==> src/rtl/hets_pkg.sv <==
package hets_pkg;

  // character codes
  localparam logic [7:0] ChrAmp  = 8'h26;
  localparam logic [7:0] ChrLt   = 8'h3C;
  localparam logic [7:0] ChrGt   = 8'h3E;
  localparam logic [7:0] ChrNl   = 8'h0A;
  localparam logic [7:0] ChrApos = 8'h27;
  localparam logic [7:0] ChrB    = 8'h62;
  localparam logic [7:0] ChrR    = 8'h72;
  localparam logic [7:0] ChrG    = 8'h67;
  localparam logic [7:0] ChrT    = 8'h74;
  localparam logic [7:0] ChrHash = 8'h23;
  localparam logic [7:0] ChrZero = 8'h30;
  localparam logic [7:0] ChrThree = 8'h33;
  localparam logic [7:0] ChrNine = 8'h39;
  localparam logic [7:0] ChrSemi = 8'h3B;

  // entity kinds and their lengths
  localparam logic KindGt   = 1'b0;
  localparam logic KindApos = 1'b1;
  localparam logic [2:0] GtLen   = 3'd4;
  localparam logic [2:0] AposLen = 3'd6;

  // scanner state
  typedef struct packed {
    logic       in_tag;
    logic [1:0] tag_offset;
    logic       tag_b_seen;
    logic       entity_kind;
    logic [2:0] entity_matched;
  } hets_state_t;

  // result list of one request: held prefix bytes, then an optional extra byte
  typedef struct packed {
    logic [2:0] pre_cnt;
    logic       pre_kind;
    logic       ext_vld;
    logic [7:0] ext_chr;
    logic       last;
    logic [2:0] total;
  } hets_list_t;

  // byte at a position of the entity being matched, clamped to its end
  function automatic logic [7:0] held_byte(input logic kind, input logic [2:0] idx);
    logic [7:0] b;
    b = ChrSemi;
    if (kind == KindApos) begin
      case (idx)
        3'd0: b = ChrAmp;
        3'd1: b = ChrHash;
        3'd2: b = ChrZero;
        3'd3: b = ChrThree;
        3'd4: b = ChrNine;
        default: b = ChrSemi;
      endcase
    end else begin
      case (idx)
        3'd0: b = ChrAmp;
        3'd1: b = ChrG;
        3'd2: b = ChrT;
        default: b = ChrSemi;
      endcase
    end
    return b;
  endfunction

endpackage

==> src/rtl/hets_if.sv <==
interface hets_in_if;
  logic       valid;
  logic       ready;
  logic [7:0] char_in;
  logic       last_in;

  modport source (output valid, output char_in, output last_in, input ready);
  modport sink (input valid, input char_in, input last_in, output ready);
endinterface

interface hets_out_if;
  logic       valid;
  logic       ready;
  logic [7:0] char_out;
  logic       has_char;
  logic       end_out;

  modport source (output valid, output char_out, output has_char, output end_out,
                  input ready);
  modport sink (input valid, input char_out, input has_char, input end_out,
                output ready);
endinterface

==> src/rtl/html_entity_tag_stripper_top.sv <==
// Cleans post text one byte per request: "&gt;" becomes '>', "&#039;" becomes a single
// quote, a '<' ... '>' span is dropped (a newline is sent for one starting "<br"), and
// a partly matched entity that fails goes out literally. A byte is taken every cycle
// while it yields at most one output byte and out_o is ready; a request yielding several
// (a flushed entity prefix, up to six bytes in all) holds the input until all are sent,
// one byte a cycle while out_o is ready. The last request always ends with one result
// marked end_out, a bare marker with has_char low if it had nothing else to send.
module html_entity_tag_stripper_top import hets_pkg::*; (
  input  logic     clk_i,
  input  logic     rst_ni,
  hets_in_if.sink  in_i,
  hets_out_if.source out_o
);

  hets_list_t list;
  logic       free;
  logic       acc;

  assign in_i.ready = free;
  assign acc        = in_i.valid && free;

  // byte scanner and its state
  hets_ctrl u_ctrl (
    .clk_i  (clk_i),
    .rst_ni (rst_ni),
    .acc_i  (acc),
    .char_i (in_i.char_in),
    .last_i (in_i.last_in),
    .list_o (list)
  );

  // result register and serializer
  hets_outbuf u_outbuf (
    .clk_i  (clk_i),
    .rst_ni (rst_ni),
    .load_i (acc),
    .list_i (list),
    .free_o (free),
    .out_o  (out_o)
  );

endmodule

==> src/rtl/hets_ctrl.sv <==
module hets_ctrl import hets_pkg::*; (
  input  logic       clk_i,
  input  logic       rst_ni,
  input  logic       acc_i,
  input  logic [7:0] char_i,
  input  logic       last_i,
  output hets_list_t list_o
);

  hets_state_t state_q, state_d;
  hets_list_t  list;
  logic        do_fresh;
  logic [2:0]  ent_len;
  logic [2:0]  m_next;

  // scan one byte: tag filter, entity matcher, literal pass
  always_comb begin
    state_d       = state_q;
    list.pre_cnt  = 3'd0;
    list.pre_kind = state_q.entity_kind;
    list.ext_vld  = 1'b0;
    list.ext_chr  = char_i;
    list.last     = last_i;
    list.total    = 3'd0;
    do_fresh      = 1'b0;
    ent_len       = (state_q.entity_kind == KindApos) ? AposLen : GtLen;
    m_next        = state_q.entity_matched + 3'd1;

    if (state_q.in_tag) begin
      if (char_i == ChrGt) begin
        state_d.in_tag     = 1'b0;
        state_d.tag_offset = 2'd0;
        state_d.tag_b_seen = 1'b0;
      end else if (state_q.tag_offset == 2'd0) begin
        state_d.tag_b_seen = (char_i == ChrB);
        state_d.tag_offset = 2'd1;
      end else if (state_q.tag_offset == 2'd1) begin
        if (state_q.tag_b_seen && char_i == ChrR) begin
          list.ext_vld = 1'b1;
          list.ext_chr = ChrNl;
        end
        state_d.tag_offset = 2'd2;
      end
    end else if (state_q.entity_matched == 3'd0) begin
      do_fresh = 1'b1;
    end else if (state_q.entity_matched == 3'd1) begin
      if (char_i == ChrG) begin
        state_d.entity_kind    = KindGt;
        state_d.entity_matched = 3'd2;
      end else if (char_i == ChrHash) begin
        state_d.entity_kind    = KindApos;
        state_d.entity_matched = 3'd2;
      end else begin
        list.pre_cnt           = 3'd1;
        state_d.entity_matched = 3'd0;
        do_fresh               = 1'b1;
      end
    end else begin
      if (state_q.entity_matched < ent_len &&
          char_i == held_byte(state_q.entity_kind, state_q.entity_matched)) begin
        if (m_next == ent_len) begin
          state_d.entity_matched = 3'd0;
          list.ext_vld = 1'b1;
          list.ext_chr = (state_q.entity_kind == KindApos) ? ChrApos : ChrGt;
        end else begin
          state_d.entity_matched = m_next;
        end
      end else begin
        list.pre_cnt           = state_q.entity_matched;
        state_d.entity_matched = 3'd0;
        do_fresh               = 1'b1;
      end
    end

    // byte handled afresh outside any entity
    if (do_fresh) begin
      if (char_i == ChrAmp) begin
        state_d.entity_matched = 3'd1;
        state_d.entity_kind    = KindGt;
      end else if (char_i == ChrLt) begin
        state_d.in_tag     = 1'b1;
        state_d.tag_offset = 2'd0;
        state_d.tag_b_seen = 1'b0;
      end else begin
        list.ext_vld = 1'b1;
      end
    end

    // end of text: flush what is still held, then back to reset state
    if (last_i) begin
      if (list.pre_cnt == 3'd0) begin
        list.pre_cnt  = state_d.entity_matched;
        list.pre_kind = state_d.entity_kind;
      end else if (state_d.entity_matched != 3'd0) begin
        list.ext_vld = 1'b1;
        list.ext_chr = ChrAmp;
      end
      state_d = '0;
    end

    list.total = list.pre_cnt + {2'b00, list.ext_vld};
    if (list.total == 3'd0 && last_i) begin
      list.total = 3'd1;
    end
  end

  assign list_o = list;

  // scanner state register
  always_ff @(posedge clk_i or negedge rst_ni) begin
    if (!rst_ni) begin
      state_q <= '0;
    end else if (acc_i) begin
      state_q <= state_d;
    end
  end

endmodule

==> src/rtl/hets_outbuf.sv <==
module hets_outbuf import hets_pkg::*; (
  input  logic       clk_i,
  input  logic       rst_ni,
  input  logic       load_i,
  input  hets_list_t list_i,
  output logic       free_o,
  hets_out_if.source out_o
);

  hets_list_t list_q;
  logic       busy_q, busy_d;
  logic [2:0] idx_q, idx_d;
  logic       in_pre;
  logic       at_end;
  logic       take;

  assign in_pre = (idx_q < list_q.pre_cnt);
  assign at_end = (idx_q == list_q.total - 3'd1);
  assign take   = busy_q && out_o.ready;
  assign free_o = !busy_q || (take && at_end);

  // current result of the held list
  assign out_o.valid    = busy_q;
  assign out_o.char_out = in_pre ? held_byte(list_q.pre_kind, idx_q)
                        : (list_q.ext_vld ? list_q.ext_chr : 8'h00);
  assign out_o.has_char = in_pre || list_q.ext_vld;
  assign out_o.end_out  = list_q.last && at_end;

  // walk the list, reload once its last result is taken
  always_comb begin
    busy_d = busy_q;
    idx_d  = idx_q;
    if (take) begin
      if (at_end) begin
        busy_d = 1'b0;
      end else begin
        idx_d = idx_q + 3'd1;
      end
    end
    if (load_i) begin
      busy_d = (list_i.total != 3'd0);
      idx_d  = 3'd0;
    end
  end

  always_ff @(posedge clk_i or negedge rst_ni) begin
    if (!rst_ni) begin
      busy_q <= 1'b0;
      idx_q  <= 3'd0;
    end else begin
      busy_q <= busy_d;
      idx_q  <= idx_d;
    end
  end

  // result list payload
  always_ff @(posedge clk_i) begin
    if (load_i) begin
      list_q <= list_i;
    end
  end

endmodule
==> src/flat_wrapper.sv <==
// flat-port wrapper written by rule: the top's interface ports become plain ports
module html_entity_tag_stripper_top_flat import hets_pkg::*;
  (clk_i, rst_ni, in_i_valid, in_i_char_in, in_i_last_in, in_i_ready, out_o_valid, out_o_char_out, out_o_has_char, out_o_end_out, out_o_ready);
  hets_in_if in_i_i ();
  hets_out_if out_o_i ();
  input  logic clk_i;
  input  logic rst_ni;
  input wire logic [$bits(in_i_i.valid)-1:0] in_i_valid;
  input wire logic [$bits(in_i_i.char_in)-1:0] in_i_char_in;
  input wire logic [$bits(in_i_i.last_in)-1:0] in_i_last_in;
  output wire logic [$bits(in_i_i.ready)-1:0] in_i_ready;
  output wire logic [$bits(out_o_i.valid)-1:0] out_o_valid;
  output wire logic [$bits(out_o_i.char_out)-1:0] out_o_char_out;
  output wire logic [$bits(out_o_i.has_char)-1:0] out_o_has_char;
  output wire logic [$bits(out_o_i.end_out)-1:0] out_o_end_out;
  input wire logic [$bits(out_o_i.ready)-1:0] out_o_ready;
  assign in_i_i.valid = in_i_valid;
  assign in_i_i.char_in = in_i_char_in;
  assign in_i_i.last_in = in_i_last_in;
  assign in_i_ready = in_i_i.ready;
  assign out_o_valid = out_o_i.valid;
  assign out_o_char_out = out_o_i.char_out;
  assign out_o_has_char = out_o_i.has_char;
  assign out_o_end_out = out_o_i.end_out;
  assign out_o_i.ready = out_o_ready;
  html_entity_tag_stripper_top u_core (.clk_i(clk_i), .rst_ni(rst_ni), .in_i(in_i_i), .out_o(out_o_i));
endmodule
==> config.mk <==
export PLATFORM = sky130hd
export DESIGN_NAME = html_entity_tag_stripper_top_flat
export DESIGN_NICKNAME = d
export VERILOG_FILES = /design/src/rtl/hets_pkg.sv /design/src/rtl/hets_if.sv /design/src/rtl/html_entity_tag_stripper_top.sv /design/src/rtl/hets_ctrl.sv /design/src/rtl/hets_outbuf.sv /design/src/flat_wrapper.sv
export SDC_FILE = /design/constraint.sdc
export NUM_CORES = 1
export LEC_CHECK = 0
export BUFFER_PORTS_ARGS = -buffer_cell sky130_fd_sc_hd__buf_2
export CAP_MARGIN = 0
export CORE_MARGIN = 2
export CORE_UTILIZATION = 45
export CTS_BUF_LIST = sky130_fd_sc_hd__clkbuf_8 sky130_fd_sc_hd__clkbuf_16
export DETAILED_ROUTE_END_ITERATION = 8
export PLACE_DENSITY = 0.63
export SLEW_MARGIN = 5
export SYNTH_ARGS = -nofsm -noshare
export SYNTH_HDL_FRONTEND = slang
export SYNTH_HIERARCHICAL = 1
export SYNTH_SLANG_ARGS = --single-unit
==> constraint.sdc <==
create_clock -name clk_i -period 3.59 [get_ports clk_i]
set_clock_uncertainty 0.05 [all_clocks]
set_input_delay 0.359 -clock clk_i [delete_from_list [all_inputs] [get_ports clk_i]]
set_output_delay 0.359 -clock clk_i [all_outputs]
set_load 0.01 [all_outputs]
==> reports/results.md <==
* **status** complete, but fails checks
* **violated checks** negative setup slack
* **All-Layer GR Usage** 21.1%
* **clock tree from TritonCTS** done
* **maximum fanout along the worst path** 6
* **multi-input logic area** 1580 um2
* **clock root cell** clkbuf_8
* **maximum number of pins on one net before global-route repair** 20
* **most used standard cell by instance count after synthesis** nand2_1
* **portion of synthesized cell area occupied by the leading cell type** 20.9%
* **met3 layer wire length in the routed design** 275 um
* **setup violators final** 1
* **Antenna Violating Nets Remaining** 0
* **number of CTS-inserted buffers** 5
* **number of endpoints with negative hold slack in the final report** 0
* **sequential standard cell area** 813 um2
* **1st-pass router iterations** 4
* **fin nets** 345
* **RD Place Congestion** 0.830
* **cell type of the slowest stage on the worst timing path** dfrtp_2
* **net count of the mapped netlist** 290
* **Worst Setup Slack, final** -0.109 ns
* **crit-path max cell delay** 0.44 ns
* **maximum VDD drop** 0.247 mV
* **Slew headroom** 53.5%
* **Port Buf Inserts** 24
* **vias** 2144
* **full die area** 6040 um2
* **final cycle utilization of the critical path** 103%
* **Met1 Routed Length** 2740 um
* **Setup crit end kind** register
* **highest clock frequency the design can meet** 0.270 GHz
* **Final Max Slew Viols** 0
* **final wirelength** 6070 um
* **summed area of non-filler cells in the final layout** 3060 um2
* **data required time at the worst endpoint** 3.70 ns
* **mean routed wirelength per cell** 15.8 um
* **startpoint type of the worst setup path** register
* **buffers from clock root to sink, at most** 2
* **fraction of the yosys area taken by sequential cells** 33.1%
* **type of the setup path with the least slack** register to register
* **IO Count** 25
* **Layout Utilization** 59.2%
* **initial core utilization** 47.3%
* **clock latency on the worst-skew pair** 0.28 ns
* **Antenna diodes** 0
* **count of H-tree levels built during CTS** 2
* **number of cell rows** 26
* **average vias per placed instance** 5.58
* **Remaining Overflow, GRT** 0
* **DRC violations left** 0
* **routed length on met2** 3010 um
* **DIE HEIGHT** 77.7 um
* **share of layout cells above drive strength 1** 33.4%
* **area after detailed placement** 2870 um2
* **unrepaired setup endpoints after global routing** true
* **Area contributors post-synth** edfxtp_1 (21%), dfrtp_1 (12%), ha_1 (9.7%), mux2i_1 (3.7%), nand2_1 (3.7%)
* **Avg Synthesized Cell Area** 9.48 um2
* **most used standard cells in the synthesized netlist** nand2_1 (24), nor2_1 (21), ha_1 (19), edfxtp_1 (17), inv_1 (16)
* **Syn. warnings** 6
* **Iter 0 DRT Violations** 144
* **Die Width** 77.7 um
* **placeable core region** 5170 um2
* **number of buffers and inverters on the critical path** 1
* **Synth Flop Type** edfxtp_1
* **top routing layer used** met4
* **series of cell instances along the critical path** ha_2 -> ha_1 -> and3b_1 -> a31oi_1 -> and3b_2 -> nand4_4 -> buf_6 -> nor3_2 -> nand2_1 -> o2111ai_2 -> ha_2 -> ha_1 -> nand2b_4 -> nor2_1 -> o2111ai_2 -> mux2i_1 -> a2111o_1 -> o31ai_1 -> o21ai_1
* **slew of the pin with the lowest slew margin** 0.690 ns
* **number of global-route vias before repair** 2091
* **layout overhead on the synthesized area** 25.2%
* **Post-Synthesis Cells** 258
* **Placed Cells** 371
* **Arr. time, crit path** 3.81 ns
* **final worst path period need** 3.70 ns
* **clock slew seen by the registers of the worst setup and hold paths** 0.07 ns
* **DPL Wire Length** 4720 um
* **synth unique cells** 68
* **crit-path leading delay family** simple AND/OR/NAND/NOR gates
* **leakage power** 0.00127 uW
* **number of antenna violations at the first check in global routing** 0
* **worst min-delay path category** primary input to register
* **proportion of synthesized flip-flops having asynchronous set or reset** 41.4%
* **library cell with the largest summed area after synthesis** edfxtp_1
* **global-route wire length before repair** 10100 um
* **sink count of the clock tree** 29
* **synthesized area** 2450 um2
* **fill cell count** 450
* **synthesized flop and latch total** 29
* **power density over the cells** 543 nW/um2
* **Max-cap violations** 0
* **non-filler instance count after layout** 384
* **count of flip-flops with a built-in enable after synthesis** 17
worst register-to-register path: cells and delay by family (launching register included):
| family | cells | cell delay (ns) |
|---|---|---|
| flip-flops | 1 | 0.44 |
| buffers and inverters | 1 | 0.19 |
| AND/OR/NAND/NOR | 7 | 1.10 |
| AO/OA/AOI/OAI | 6 | 0.95 |
| multiplexers | 1 | 0.09 |
| adder cells (fa/ha/maj) | 4 | 0.75 |
flip-flops by register name, summed over array words and instances, names as in the netlist:
register                     count
u_core/u_outbuf/list_q          17
u_core/u_outbuf/idx_q            3
u_core/u_outbuf/out_o.valid      1
u_core/u_ctrl/state_q            8
metal layers:
metal	vias to the layer above	global-route usage, %
met2	52	36.1
met1	1028	28.0
li1	1058	-
met4	0	4.82
met5	-	0
met3	6	3.26
logic make-up (layout without fill, tap and decap cells):
logic type      after synthesis  count (layout)  share of synthesized area [%]
fa+ha+maj                    19              19                           9.72
compound gates               64              64                           20.4
mux                          14              14                           5.98
xor+xnor                      8               8                           3.79
flops                        29              29                           33.1
simple gates                 94              94                           21.5
buf+inv                      30              86                           5.52
layout make-up:
class	count	share of cell area, %
tap	70	2.86
inverter	17	2.17
clock buffer	5	2.25
clock inverter	3	1.23
sequential	29	26.6
timing repair buffer	61	13.3
multi-input combinational	199	51.6
final timing paths:
path	start	depth (start not counted)	to	slack [ns]
worst max register to register	u_core/u_ctrl/state_q[0]	19	u_core/u_outbuf/out_o.valid	-0.11
min in group asynchronous	rst_ni	2	u_core/u_ctrl/state_q[4]	0.45
max in group asynchronous	rst_ni	2	u_core/u_ctrl/state_q[1]	2.77
worst min-delay path	in_i_char_in[7]	1	u_core/u_outbuf/list_q[11]	0.25
worst min register to register	u_core/u_ctrl/state_q[5]	2	u_core/u_ctrl/state_q[5]	0.48
worst max-delay path	u_core/u_ctrl/state_q[0]	19	u_core/u_outbuf/out_o.valid	-0.11
placed cells by master (no fill, tap or decap), types with 3 or more instances in the layout:
master / instances
a21o_1: 3
a21oi_1: 11
and2_1: 3
buf_2: 24
buf_4: 34
clkbuf_8: 5
dfrtp_1: 10
edfxtp_1: 17
ha_1: 14
ha_2: 4
inv_1: 15
mux2_2: 4
mux2i_1: 9
nand2_1: 24
nand2b_1: 7
nand3_1: 5
nand3b_1: 3
nor2_1: 21
nor3_1: 4
o21ai_0: 10
o21ai_1: 3
o22ai_1: 3
or3_1: 5
xnor2_1: 4
stage by stage:
step / setup TNS [ns] / total power, uW / hold WS, ns / setup WS, ns
after floorplan: -0.0555 / 1060 / 0.0134 / -0.0555
after global placement: -0.0957 / 1300 / 0.224 / -0.0957
after detailed placement: -0.288 / 1330 / 0.225 / -0.221
after CTS: -0.0845 / 1660 / 0.237 / -0.0845
after global routing: -0.367 / 1780 / 0.245 / -0.267
final: -0.109 / 1660 / 0.247 / -0.109
power by group:
part           switching [uW]  internal (uW)
Combinational             464            375
Clock                     125            202
Sequential               60.0            439
Total                     649           1020
what timing repair did:
item	4_1_cts	5_1_grt
endpoints found under the hold margin	12	0
buffers inserted	3	1
resized for setup	10	3
setup endpoints to repair	2	2
hold buffers	1	0
pin swaps	9	4
Note: power is estimated with default switching activity, not from simulation.
